==> config.mk <==
export PLATFORM = sky130hd
export DESIGN_NAME = lnch_cell
export DESIGN_NICKNAME = d
export VERILOG_FILES = /design/src/rtl/lnch_pkg.sv /design/src/rtl/lnch_cell.sv
export SDC_FILE = /design/constraint.sdc
export NUM_CORES = 2
export LEC_CHECK = 0
export BUFFER_PORTS_ARGS = -buffer_cell sky130_fd_sc_hd__buf_2
export CAP_MARGIN = 30
export CELL_PAD_IN_SITES_DETAIL_PLACEMENT = 0
export CELL_PAD_IN_SITES_GLOBAL_PLACEMENT = 1
export CORE_MARGIN = 2
export CORE_UTILIZATION = 54
export DETAILED_ROUTE_END_ITERATION = 10
export PLACE_DENSITY = 0.91
export SLEW_MARGIN = 40
export SYNTH_ARGS = -nofsm -noshare
export SYNTH_HDL_FRONTEND = slang
export SYNTH_SLANG_ARGS = --single-unit
==> constraint.sdc <==
create_clock -name clk -period 16.6 [get_ports clk]
set_input_delay 3.32 -clock clk [delete_from_list [all_inputs] [get_ports clk]]
set_output_delay 3.32 -clock clk [all_outputs]
set_load 0.02 [all_outputs]
==> src/rtl/lnch_pkg.sv <==
`timescale 1ns / 1ps
// ============================================================================
// lnch_pkg
// Shared types, constants and arithmetic for the nearest-centroid histogram.
// ============================================================================
package lnch_pkg;

    localparam int NUM_CENTROIDS = 15;
    localparam int IDX_W         = 4;
    localparam int CNT_W         = 7;
    localparam int PCNT_W        = 6;
    localparam int COMP_W        = 16;
    localparam int PIX_W         = 8;
    localparam int SQ_W          = 2 * COMP_W;
    localparam int DIST_W        = SQ_W + 2;

    localparam logic [CNT_W-1:0]  MAX_CELL   = 7'd64;
    localparam logic [CNT_W-1:0]  MIN_CELL   = 7'd1;
    localparam logic [CNT_W-1:0]  CELL_RESET = 7'd16;
    localparam logic [IDX_W-1:0]  LAST_IDX   = IDX_W'(NUM_CENTROIDS - 1);
    localparam logic [DIST_W-1:0] DIST_INIT  = '1;

    // Word kinds
    localparam logic KIND_LOAD  = 1'b0;
    localparam logic KIND_PIXEL = 1'b1;

    typedef logic [IDX_W-1:0] idx_t;

    // One word as it travels down the cell chain
    typedef struct packed {
        logic              vld;
        logic              kind;
        idx_t              entry;
        logic [COMP_W-1:0] cent_l;
        logic [COMP_W-1:0] cent_a;
        logic [COMP_W-1:0] cent_b;
        logic [PIX_W-1:0]  pix_l;
        logic [PIX_W-1:0]  pix_a;
        logic [PIX_W-1:0]  pix_b;
        logic [DIST_W-1:0] best_d;
        idx_t              best_i;
    } item_t;

    // Squared difference of a pixel byte (as 8.8) and an 8.8 component
    function automatic logic [SQ_W-1:0] sq_diff(input logic [PIX_W-1:0] p,
                                                 input logic [COMP_W-1:0] c);
        logic [COMP_W-1:0] p16;
        logic [COMP_W-1:0] d;
        logic [SQ_W-1:0]   dw;
        p16 = {p, 8'h00};
        d   = (p16 >= c) ? (p16 - c) : (c - p16);
        // Widen before squaring so the full product is kept
        dw  = SQ_W'(d);
        return dw * dw;
    endfunction

endpackage

==> src/rtl/lnch_cell.sv <==
`timescale 1ns / 1ps
// ============================================================================
// lnch_cell
// One chain cell: holds one centroid, squares the distance of a passing pixel
// and keeps the nearer of its own and the incoming best match.
// ============================================================================
module lnch_cell (
    input  logic            clk,
    input  logic            rst_n,
    input  logic            adv,
    input  lnch_pkg::idx_t  cell_idx,
    input  lnch_pkg::item_t in_item,
    output lnch_pkg::item_t out_item
);

    logic [3*lnch_pkg::COMP_W-1:0] cent_reg;
    lnch_pkg::item_t               mid_reg;
    lnch_pkg::item_t               mid_next;
    lnch_pkg::item_t               out_reg;
    lnch_pkg::item_t               out_next;
    logic [lnch_pkg::SQ_W-1:0]     sq_l_reg;
    logic [lnch_pkg::SQ_W-1:0]     sq_a_reg;
    logic [lnch_pkg::SQ_W-1:0]     sq_b_reg;
    logic [lnch_pkg::DIST_W-1:0]   dist_sum;

    // Capture a centroid load addressed to this cell
    always_ff @(posedge clk)
    begin
        if (adv && in_item.vld && in_item.kind == lnch_pkg::KIND_LOAD &&
            in_item.entry == cell_idx)
        begin
            cent_reg <= {in_item.cent_l, in_item.cent_a, in_item.cent_b};
        end
    end

    // First stage: square the component differences
    always_ff @(posedge clk)
    begin
        if (adv)
        begin
            sq_l_reg <= lnch_pkg::sq_diff(in_item.pix_l,
                                          cent_reg[3*lnch_pkg::COMP_W-1:2*lnch_pkg::COMP_W]);
            sq_a_reg <= lnch_pkg::sq_diff(in_item.pix_a,
                                          cent_reg[2*lnch_pkg::COMP_W-1:lnch_pkg::COMP_W]);
            sq_b_reg <= lnch_pkg::sq_diff(in_item.pix_b,
                                          cent_reg[lnch_pkg::COMP_W-1:0]);
        end
    end

    assign mid_next = in_item;

    // Second stage: sum and keep the strictly nearer match
    always_comb
    begin
        dist_sum = lnch_pkg::DIST_W'(sq_l_reg) + lnch_pkg::DIST_W'(sq_a_reg) +
                   lnch_pkg::DIST_W'(sq_b_reg);
        out_next = mid_reg;
        if (mid_reg.vld && mid_reg.kind == lnch_pkg::KIND_PIXEL &&
            dist_sum < mid_reg.best_d)
        begin
            out_next.best_d = dist_sum;
            out_next.best_i = cell_idx;
        end
    end

    // Advance both stages together with the chain
    always_ff @(posedge clk or negedge rst_n)
    begin
        if (!rst_n)
        begin
            mid_reg <= '0;
            out_reg <= '0;
        end
        else if (adv)
        begin
            mid_reg <= mid_next;
            out_reg <= out_next;
        end
    end

    assign out_item = out_reg;

endmodule

==> impl_metrics.tcl <==
set metrics [dict create \
    outcome "complete, no violations" \
    max_cap_viol_count 0 \
    drive_above_1_share_pct 13.2 \
    path_max_fanout 17 \
    ys_seq_area_share_pct 25.4 \
    area_growth_pct 9.90 \
    synth_top_flop_cell "dfrtp_1" \
    cp_slowest_cell "a31oi_4" \
    maxSlewViolCount 0 \
    post-cts-setup-buffers 0 \
    wl_per_cell_um 17.7 \
    hold_class "register to register" \
    path_clk_slew_ns 0.07 \
    grt_pass1_wl_mm 149 \
    drtPass1Iterations 5 \
    die_w_um 274 \
    cp-end-kind "register" \
    port_buffers 238 \
    via_per_inst 5.35 \
    dr_wl_met3_mm 5.72 \
    yosys.cell_types.count 78 \
    finish.utilization_pct 59.7 \
    cp_common_cell "inv_1" \
    nets 5185 \
    ys_seq_elements 373 \
    dieArea_mm2 0.0753 \
    grt_max_degree 153 \
    drc 0 \
    crit_buf_inv 9 \
    ctsResizeCount 0 \
    ys_top_cells_by_area "fa_1 27%, dfrtp_1 15%, ha_1 13%" \
    ant_nets 0 \
    rows 99 \
    rsz0062_at_grt "no" \
    netlist_area_mm2 0.0395 \
    cts_tree "yes" \
    min_period_ns 12.13 \
    ys_top_cells_by_count "829 x inv_1, 523 x fa_1, 405 x ha_1" \
    synth_area_leader_cell "fa_1" \
    fmax_mhz 82.4 \
    synth_top_area_share_pct 26.5 \
    start_util_pct 54.3 \
    cp.required_ns 16.94 \
    finalCritPeriodShare_pct 73.1 \
    cp.arrival_ns 12.47 \
    timing.critical_path.from_type "input port" \
    wl_met2_mm 42.8 \
    cts-buffers-inserted 43 \
    synthArstFlopShare_pct 62.2 \
    crit_type "input port to register" \
    fin_cells 5130 \
    placed_area_mm2 0.0419 \
    setup_violations 0 \
    clkSinkCount 373 \
    clockRootBuffer "clkbuf_16" \
    synth.most_common_cell "inv_1" \
    dp.cells 5047 \
    synthCells 3900 \
    ys_warn_count 0 \
    core_area_mm2 0.0727 \
    avgSynthCellArea_um2 10.1 \
    fin_worst_skew_ns 0.0345 \
    tns_ns 0 \
    io-pin-count 239 \
    synth_edf_count 141 \
    hold_viol 0 \
    cts_max_level 2 \
    top_layer_used "met4" \
    die_y_um 274 \
    drt-total-wl_mm 91.0 \
    gp_congestion 0.947 \
    grt_usage_pct 25.1 \
    cts_max_path_buffers 3 \
    wl_met1_mm 39.9 \
    postCtsHoldBufs 0 \
    slew_headroom_pct 43.6 \
    num_vias 27500 \
    grt_pass1_vias 28500 \
    antenna_found_initial 3 \
    tightest_slew_ns 0.847 \
    path_delay_family "adder cells" \
    grt.overflow.total 0 \
    clk-insertion-delay-late_ns 0.58 \
    stdcell_area_mm2 0.0434 \
    cpPeakStageDelay_ns 0.54 \
    drt-initial-drc-count 1868 \
    dp_hpwl_mm 74.7 \
]
## cell type report
type / count / area [um^2]
clock buffer: 61 / 1210
inverter: 840 / 3150
sequential: 373 / 10000
fill: 6155 / 29300
timing repair buffer: 273 / 1530
clock inverter: 19 / 191
multi-input combinational: 2603 / 26100
tap: 959 / 1200
antenna: 2 / 5.00
## stage by stage
step                      setup WS (ns)  hold slack, ns
after global placement             3.89           0.482
after floorplan                    4.91           0.475
final                              4.47           0.495
after CTS                          4.31           0.497
after detailed placement           3.74           0.488
after global routing               4.03           0.507
## kinds of logic (layout without fill, tap and decap cells)
group	count (synthesis)	in the layout	share of synthesized area, %
DFF	373	373	25.4
buffers and inverters	925	1193	8.86
muxes	206	206	5.76
adders and majority gates	928	928	39.3
AOI/OAI and AO/OA	494	494	7.98
xor gates and xnor gates	179	179	4.06
and+or+nand+nor	793	793	8.56
other	2	5	0.0190
## routing by layer
layer  GRT usage (%)  up-vias
met3            3.35      153
met5               0        -
met1            34.8    13600
met4            7.12        0
met2            41.6      804
li1                -    12900
## worst reg2reg max path, delay by kind of cell, from the launching register on
| kind | cells | cell delay [ns] |
|---|---|---|
| AND/OR/NAND/NOR | 5 | 1.34 |
| adder cells (fa/ha/maj) | 8 | 3.64 |
| XOR/XNOR | 2 | 0.65 |
| AO/OA/AOI/OAI | 10 | 2.78 |
| buffers and inverters | 9 | 1.44 |
| flip-flops | 1 | 0.61 |
## layout by cell type, fill, tap and decap left out, types with 12 or more instances in the layout
cell type  synthesis  layout
dfrtp_1          232     232
o21a_1            12      12
a211oi_1          19      19
nor2_1           297     297
a31oi_1           14      14
o21ai_0          102     102
edfxtp_1         141     141
and2_1            16      16
nand2_1          316     316
xor2_1            56      51
inv_1            829     829
o21bai_1          25      25
mux2i_1           37      35
clkbuf_1          68      12
mux2_2           169     169
nand2b_1          14      14
nor3_1            40      40
ha_1             405     405
nand3_1           36      36
buf_2             14     236
a21o_1            71      71
buf_4              2      30
xnor2_1          119     116
a21oi_1          167     167
fa_1             523     523
clkbuf_16          0      44
nor2b_1           12      12
## worst paths after layout
kind | from | endpoint | slack, ns | depth (start not counted)
setup / recovery | in_item[46] | sq_a_reg[31]$_DFFE_PP_ | 4.47 | 33
hold reg to reg | mid_reg[80]$_DFFE_PN0P_ | out_item[80]$_DFFE_PN0P_ | 0.49 | 1
max in group asynchronous | rst_n | mid_reg[15]$_DFFE_PN0P_ | 12.47 | 3
min in group asynchronous | rst_n | out_item[106]$_DFFE_PN0P_ | 2.63 | 1
hold / removal | mid_reg[80]$_DFFE_PN0P_ | out_item[80]$_DFFE_PN0P_ | 0.49 | 1
setup reg to reg | cent_reg[16]$_DFFE_PP_ | sq_a_reg[31]$_DFFE_PP_ | 5.85 | 34
Power is left out: the tool's default activity adds up to more than one toggle a clock period on the data nets, which glitch-free logic cannot reach.
