**src/rtl/lnch_pkg.sv**
```systemverilog
`timescale 1ns / 1ps
// ============================================================================
// lnch_pkg
// Shared types, constants and arithmetic for the nearest-centroid histogram.
// ============================================================================
package lnch_pkg;

    localparam int NUM_CENTROIDS = 15;
    localparam int IDX_W         = 4;
    localparam int CNT_W         = 7;
    localparam int PCNT_W        = 6;
    localparam int COMP_W        = 16;
    localparam int PIX_W         = 8;
    localparam int SQ_W          = 2 * COMP_W;
    localparam int DIST_W        = SQ_W + 2;

    localparam logic [CNT_W-1:0]  MAX_CELL   = 7'd64;
    localparam logic [CNT_W-1:0]  MIN_CELL   = 7'd1;
    localparam logic [CNT_W-1:0]  CELL_RESET = 7'd16;
    localparam logic [IDX_W-1:0]  LAST_IDX   = IDX_W'(NUM_CENTROIDS - 1);
    localparam logic [DIST_W-1:0] DIST_INIT  = '1;

    // Word kinds
    localparam logic KIND_LOAD  = 1'b0;
    localparam logic KIND_PIXEL = 1'b1;

    typedef logic [IDX_W-1:0] idx_t;

    // One word as it travels down the cell chain
    typedef struct packed {
        logic              vld;
        logic              kind;
        idx_t              entry;
        logic [COMP_W-1:0] cent_l;
        logic [COMP_W-1:0] cent_a;
        logic [COMP_W-1:0] cent_b;
        logic [PIX_W-1:0]  pix_l;
        logic [PIX_W-1:0]  pix_a;
        logic [PIX_W-1:0]  pix_b;
        logic [DIST_W-1:0] best_d;
        idx_t              best_i;
    } item_t;

    // Squared difference of a pixel byte (as 8.8) and an 8.8 component
    function automatic logic [SQ_W-1:0] sq_diff(input logic [PIX_W-1:0] p,
                                                 input logic [COMP_W-1:0] c);
        logic [COMP_W-1:0] p16;
        logic [COMP_W-1:0] d;
        logic [SQ_W-1:0]   dw;
        p16 = {p, 8'h00};
        d   = (p16 >= c) ? (p16 - c) : (c - p16);
        // Widen before squaring so the full product is kept
        dw  = SQ_W'(d);
        return dw * dw;
    endfunction

endpackage

```
**src/rtl/lnch_hist.sv**
```systemverilog
`timescale 1ns / 1ps
// ============================================================================
// lnch_hist
// Bin counters at the chain tail: counts winning indexes, closes a cell after
// the programmed number of pixels and shifts the histogram out one bin a word.
// ============================================================================
module lnch_hist (
    input  logic                       clk,
    input  logic                       rst_n,
    input  lnch_pkg::item_t            tail,
    input  logic [lnch_pkg::CNT_W-1:0] cell_pixels,
    output logic                       adv,
    output logic                       out_valid,
    input  logic                       out_ready,
    output lnch_pkg::idx_t             bin,
    output logic [lnch_pkg::CNT_W-1:0] count,
    output logic                       last_bin
);

    logic [lnch_pkg::CNT_W-1:0]  bin_reg  [lnch_pkg::NUM_CENTROIDS];
    logic [lnch_pkg::CNT_W-1:0]  bin_next [lnch_pkg::NUM_CENTROIDS];
    logic [lnch_pkg::CNT_W-1:0]  snap_reg [lnch_pkg::NUM_CENTROIDS];
    logic [lnch_pkg::CNT_W-1:0]  snap_next[lnch_pkg::NUM_CENTROIDS];
    logic [lnch_pkg::PCNT_W-1:0] pcnt_reg;
    logic [lnch_pkg::PCNT_W-1:0] pcnt_next;
    lnch_pkg::idx_t              idx_reg;
    lnch_pkg::idx_t              idx_next;
    logic                        busy_reg;
    logic                        busy_next;
    logic [lnch_pkg::CNT_W-1:0]  eff_cell;
    logic [lnch_pkg::CNT_W-1:0]  taken;
    logic                        is_pix;
    logic                        close;
    logic                        fire;
    logic                        out_take;

    // Clamp the cell size and test for the end of a cell
    always_comb
    begin
        priority if (cell_pixels == '0)
            eff_cell = lnch_pkg::MIN_CELL;
        else if (cell_pixels > lnch_pkg::MAX_CELL)
            eff_cell = lnch_pkg::MAX_CELL;
        else
            eff_cell = cell_pixels;
    end

    assign taken    = lnch_pkg::CNT_W'(pcnt_reg) + 1'b1;
    assign is_pix   = tail.vld && tail.kind == lnch_pkg::KIND_PIXEL;
    assign close    = taken >= eff_cell;
    // Hold the chain when a closing pixel meets a histogram still draining
    assign adv      = !(is_pix && close && busy_reg);
    assign fire     = adv && is_pix;
    assign out_take = busy_reg && out_ready;

    // Count, snapshot and shift
    always_comb
    begin
        pcnt_next = pcnt_reg;
        idx_next  = idx_reg;
        busy_next = busy_reg;
        for (int k = 0; k < lnch_pkg::NUM_CENTROIDS; k++)
        begin
            bin_next[k]  = bin_reg[k];
            snap_next[k] = snap_reg[k];
            if (out_take)
            begin
                snap_next[k] = (k + 1 < lnch_pkg::NUM_CENTROIDS) ?
                               snap_reg[(k + 1) % lnch_pkg::NUM_CENTROIDS] : '0;
            end
            if (fire)
            begin
                if (close)
                begin
                    bin_next[k]  = '0;
                    snap_next[k] = bin_reg[k] +
                                   lnch_pkg::CNT_W'(tail.best_i == lnch_pkg::IDX_W'(k));
                end
                else if (tail.best_i == lnch_pkg::IDX_W'(k))
                begin
                    bin_next[k] = bin_reg[k] + 1'b1;
                end
            end
        end
        if (out_take)
        begin
            if (idx_reg == lnch_pkg::LAST_IDX)
                busy_next = 1'b0;
            else
                idx_next = idx_reg + 1'b1;
        end
        if (fire)
        begin
            if (close)
            begin
                pcnt_next = '0;
                idx_next  = '0;
                busy_next = 1'b1;
            end
            else
            begin
                pcnt_next = lnch_pkg::PCNT_W'(taken);
            end
        end
    end

    always_ff @(posedge clk or negedge rst_n)
    begin
        if (!rst_n)
        begin
            pcnt_reg <= '0;
            idx_reg  <= '0;
            busy_reg <= 1'b0;
            for (int k = 0; k < lnch_pkg::NUM_CENTROIDS; k++)
            begin
                bin_reg[k] <= '0;
            end
        end
        else
        begin
            pcnt_reg <= pcnt_next;
            idx_reg  <= idx_next;
            busy_reg <= busy_next;
            for (int k = 0; k < lnch_pkg::NUM_CENTROIDS; k++)
            begin
                bin_reg[k] <= bin_next[k];
            end
        end
    end

    // Snapshot payload
    always_ff @(posedge clk)
    begin
        for (int k = 0; k < lnch_pkg::NUM_CENTROIDS; k++)
        begin
            snap_reg[k] <= snap_next[k];
        end
    end

    assign out_valid = busy_reg;
    assign bin       = idx_reg;
    assign count     = snap_reg[0];
    assign last_bin  = idx_reg == lnch_pkg::LAST_IDX;

endmodule

```
**config.mk**
```make
export PLATFORM = sky130hd
export DESIGN_NAME = lnch_hist
export DESIGN_NICKNAME = d
export VERILOG_FILES = /design/src/rtl/lnch_pkg.sv /design/src/rtl/lnch_hist.sv
export SDC_FILE = /design/constraint.sdc
export NUM_CORES = 1
export LEC_CHECK = 0
export BUFFER_PORTS_ARGS = -buffer_cell sky130_fd_sc_hd__buf_4
export CAP_MARGIN = 20
export CORE_ASPECT_RATIO = 0.5
export CORE_MARGIN = 2
export CORE_UTILIZATION = 30
export CTS_CLUSTER_DIAMETER = 60
export DETAILED_ROUTE_END_ITERATION = 7
export GPL_TIMING_DRIVEN = 0
export PLACE_DENSITY = 0.5
export SLEW_MARGIN = 20
export SYNTH_ARGS = -nofsm -noshare
export SYNTH_HDL_FRONTEND = slang
export SYNTH_SLANG_ARGS = --single-unit
export TNS_END_PERCENT = 10
```
**constraint.sdc**
```tcl
create_clock -name clk -period 3.9 [get_ports clk]
set_clock_uncertainty 0.2 [all_clocks]
set_input_delay 0.39 -clock clk [delete_from_list [all_inputs] [get_ports clk]]
set_output_delay 0.39 -clock clk [all_outputs]
set_load 0.01 [all_outputs]
```
==> flow_summary.json <==
{
  "hpwl_um": 26980,
  "clkSinkCount": 221,
  "vias_per_cell": 5.341,
  "avgSynthCellArea_um2": 9.143,
  "cts.path.max_buffers": 3,
  "yosysUniqueCellTypes": 39,
  "rsz0062_at_grt": "no",
  "layout.cells.non_filler": 1976,
  "cts_max_level": 1,
  "die_x_um": 291.8,
  "netlist_top_cells_count": "nand2_1 (161), nor3_1 (129), mux2i_1 (123), dfrtp_1 (116), dfxtp_1 (105)",
  "fin_area_mm2": 0.01418,
  "critPathArrivalTime_ps": 3070,
  "yosys.area.top_type": "dfrtp_1",
  "syn2layout_area_growth_pct": 14.15,
  "routed-wl-met2_um": 16420,
  "drv_cap": 0,
  "ant_nets": 0,
  "relSlewSlack": 0.2439,
  "peakVddDrop_v": 0.0002730,
  "first_global_vias": 10065,
  "cp-end-kind": "output pin",
  "numCtsBuffers": 24,
  "hp-class": "in -> async",
  "cts_tree": "yes",
  "post-route-period-util": 0.9394,
  "drcViolationCount": 0,
  "path_cells": "ha_1 > nand3_1 > xnor2_1 > ha_1 > nand3_1 > a21o_1 > o21ai_1 > buf_6 > nand3_1 > buf_4",
  "grt_max_degree": 62,
  "drt-met1-wl_um": 18350,
  "power_density_mw_per_mm2": 768.0,
  "netlist.area_leader.share": 0.2336,
  "worst-path-buf-inv": 2,
  "dpl_cell_area_mm2": 0.01336,
  "synth_area_mm2": 0.01243,
  "critical_path.top_delay_family": "adder cells",
  "critPathCapture": "adv",
  "reg2reg_depth": 10,
  "nets": 1597,
  "synth_edf_count": 0,
  "ff2ff_setup_slack_ps": 280,
  "criticalPathCategory": "reg -> out",
  "fmax_mhz": 272.9,
  "numPortBuffers": 29,
  "cp-startpoint": "pcnt_reg[0]",
  "syn_nets": 1540,
  "min_period_ps": 3664,
  "tightest_slew_ps": 1131,
  "power_w": 0.01089,
  "seq_area_frac_synth": 0.4028,
  "io_pins": 140,
  "top_layer": "met4",
  "row_count": 52,
  "clock_latency_ps": 530,
  "fillers": 4119,
  "largest_reg_flops": 109,
  "start_kind": "flip-flop",
  "required_ps": 3310,
  "vias": 10554,
  "leakage_nw": 6.093,
  "r2r_start": "pcnt_reg[0]",
  "ys_seq_elements": 221,
  "r2r_end": "pcnt_reg[3]",
  "synth_flop_cell": "dfrtp_1",
  "root_buffer": "clkbuf_16",
  "wire_per_inst_um": 18.90,
  "hold_violations": 0,
  "cts_setup_buffers": 0,
  "dr_wl_met3_um": 1876,
  "drtIter0Drc": 766,
  "cts.clk_slew.worst_paths_ps": 60,
  "outcome": "completed",
  "path_max_fanout": 19,
  "final_layout_size_suffix_gt1_frac": 0.08229,
  "wl_um": 37340,
  "crit_path_frequent_cell": "nand3_1",
  "path_depth": 10,
  "ys_warn_count": 0,
  "async_reset_ff_frac": 0.5249,
  "grt_pass1_wl_um": 57670,
  "initial_core_util": 0.3056,
  "finalSetupViolCount": 0,
  "coreArea_mm2": 0.04066,
  "setup-tns-final_ps": 0,
  "slowest_stage": "dfrtp_1",
  "antenna_found_initial": 0,
  "die_area_mm2": 0.04316,
  "synthCells": 1359,
  "grt-ovfl-total": 0,
  "max_stage_delay_ps": 450,
  "post-synth-top-count-cell": "nand2_1",
  "dp_cells": 1929,
  "synth.area.top_cells": "dfrtp_1 (23%), dfxtp_1 (17%), mux2i_1 (9.9%), ha_1 (5.5%), nor3_1 (5.2%)",
  "grt_usage": 0.1710,
  "place_congestion": 0.8642,
  "die-height_um": 147.9,
  "drv_slew": 0,
  "first_pass_iters": 7
}
[final cells by class]
cell class | instances | area (um2) | area share
Clock buffer | 41 | 755.7 | 0.05328
Multi-Input combinational cell | 1007 | 6854 | 0.4832
Timing Repair Buffer | 32 | 272.8 | 0.01923
Inverter | 26 | 97.59 | 0.006881
Clock inverter | 3 | 40.04 | 0.002823
Sequential cell | 221 | 5005 | 0.3529
Tap cell | 540 | 675.6 | 0.04764
Buffer | 104 | 478.0 | 0.03370
Antenna cell | 2 | 5.005 | 0.0003529
[repair_timing]
action,in CTS,in global routing
endpoints found under the setup margin,1,1
gates cloned,0,0
gates resized for setup,2,3
hold buffers,2,0
endpoints found under the hold margin,56,0
[logic make-up (layout without fill, tap and decap cells)]
logic type,after synthesis,count (layout),share of synthesized area
AO/OA/AOI/OAI,220,220,0.1303
buffers and inverters,131,206,0.04602
multiplexers,123,123,0.09908
flip-flops,221,221,0.4028
adder cells (fa/ha/maj),55,55,0.05538
other,0,2,0
XOR/XNOR,80,80,0.05639
AND/OR/NAND/NOR,529,529,0.2100
[layout by cell type, fill, tap and decap left out, drive strengths merged, types with 19 or more instances in the layout]
master and n:
a211o 55, a21oi 48, a31oi 44, and3 88
buf 73, clkbuf 102, dfrtp 116, dfxtp 105
ha 55, inv 26, mux2i 123, nand2 161
nand3 60, nand4 33, nor2 32, nor3 129
o2bb2ai 47, xnor2 19, xor2 61
[worst reg2reg max path, delay by kind of cell, from the launching register on]
family / cells / cell delay, ps
AOI/OAI and AO/OA: 3 / 960
xor gates and xnor gates: 1 / 180
adders and majority gates: 2 / 540
buffers and inverters: 1 / 760
DFF: 1 / 450
and+or+nand+nor: 3 / 410
[how the worst min path moves through the flow]
stage	cells after the start	slack, ps	to	start
after floorplan	0	-110	bin[0]	rst_n
after global placement	2	250	snap_reg[1][48]	snap_reg[1][48]
after detailed placement	1	160	bin_reg[4]	rst_n
after CTS	4	170	bin_reg[49]	tail[1]
after global routing	2	230	bin_reg[4]	rst_n
final	2	180	bin_reg[5]	rst_n
[layer usage]
layer  GRT usage  vias to the layer above
met5           0                        -
met4     0.03608                        0
met3     0.02526                       48
met2      0.2707                      268
met1      0.2468                     5175
li1            -                     5063
[report_power, final]
group	switching (W)	leakage [nW]	internal [W]
clock	0.000959	0.391	0.00138
combinational	0.00258	3.61	0.00187
sequential	0.000901	2.09	0.00321
total	0.00444	6.09	0.00645
[stage by stage]
stage          utilization  hold slack [ps]  worst slack, ps
3_3_place_gp        0.3275            254.6            15.77
6_report            0.3488            182.3            236.3
5_1_grt             0.3487            230.2            16.67
2_1_floorplan            -           -105.6            974.9
3_5_place_dp        0.3284            156.3           -39.68
4_1_cts             0.3485            167.4            75.44
Note: power is estimated with default switching activity, not from simulation.
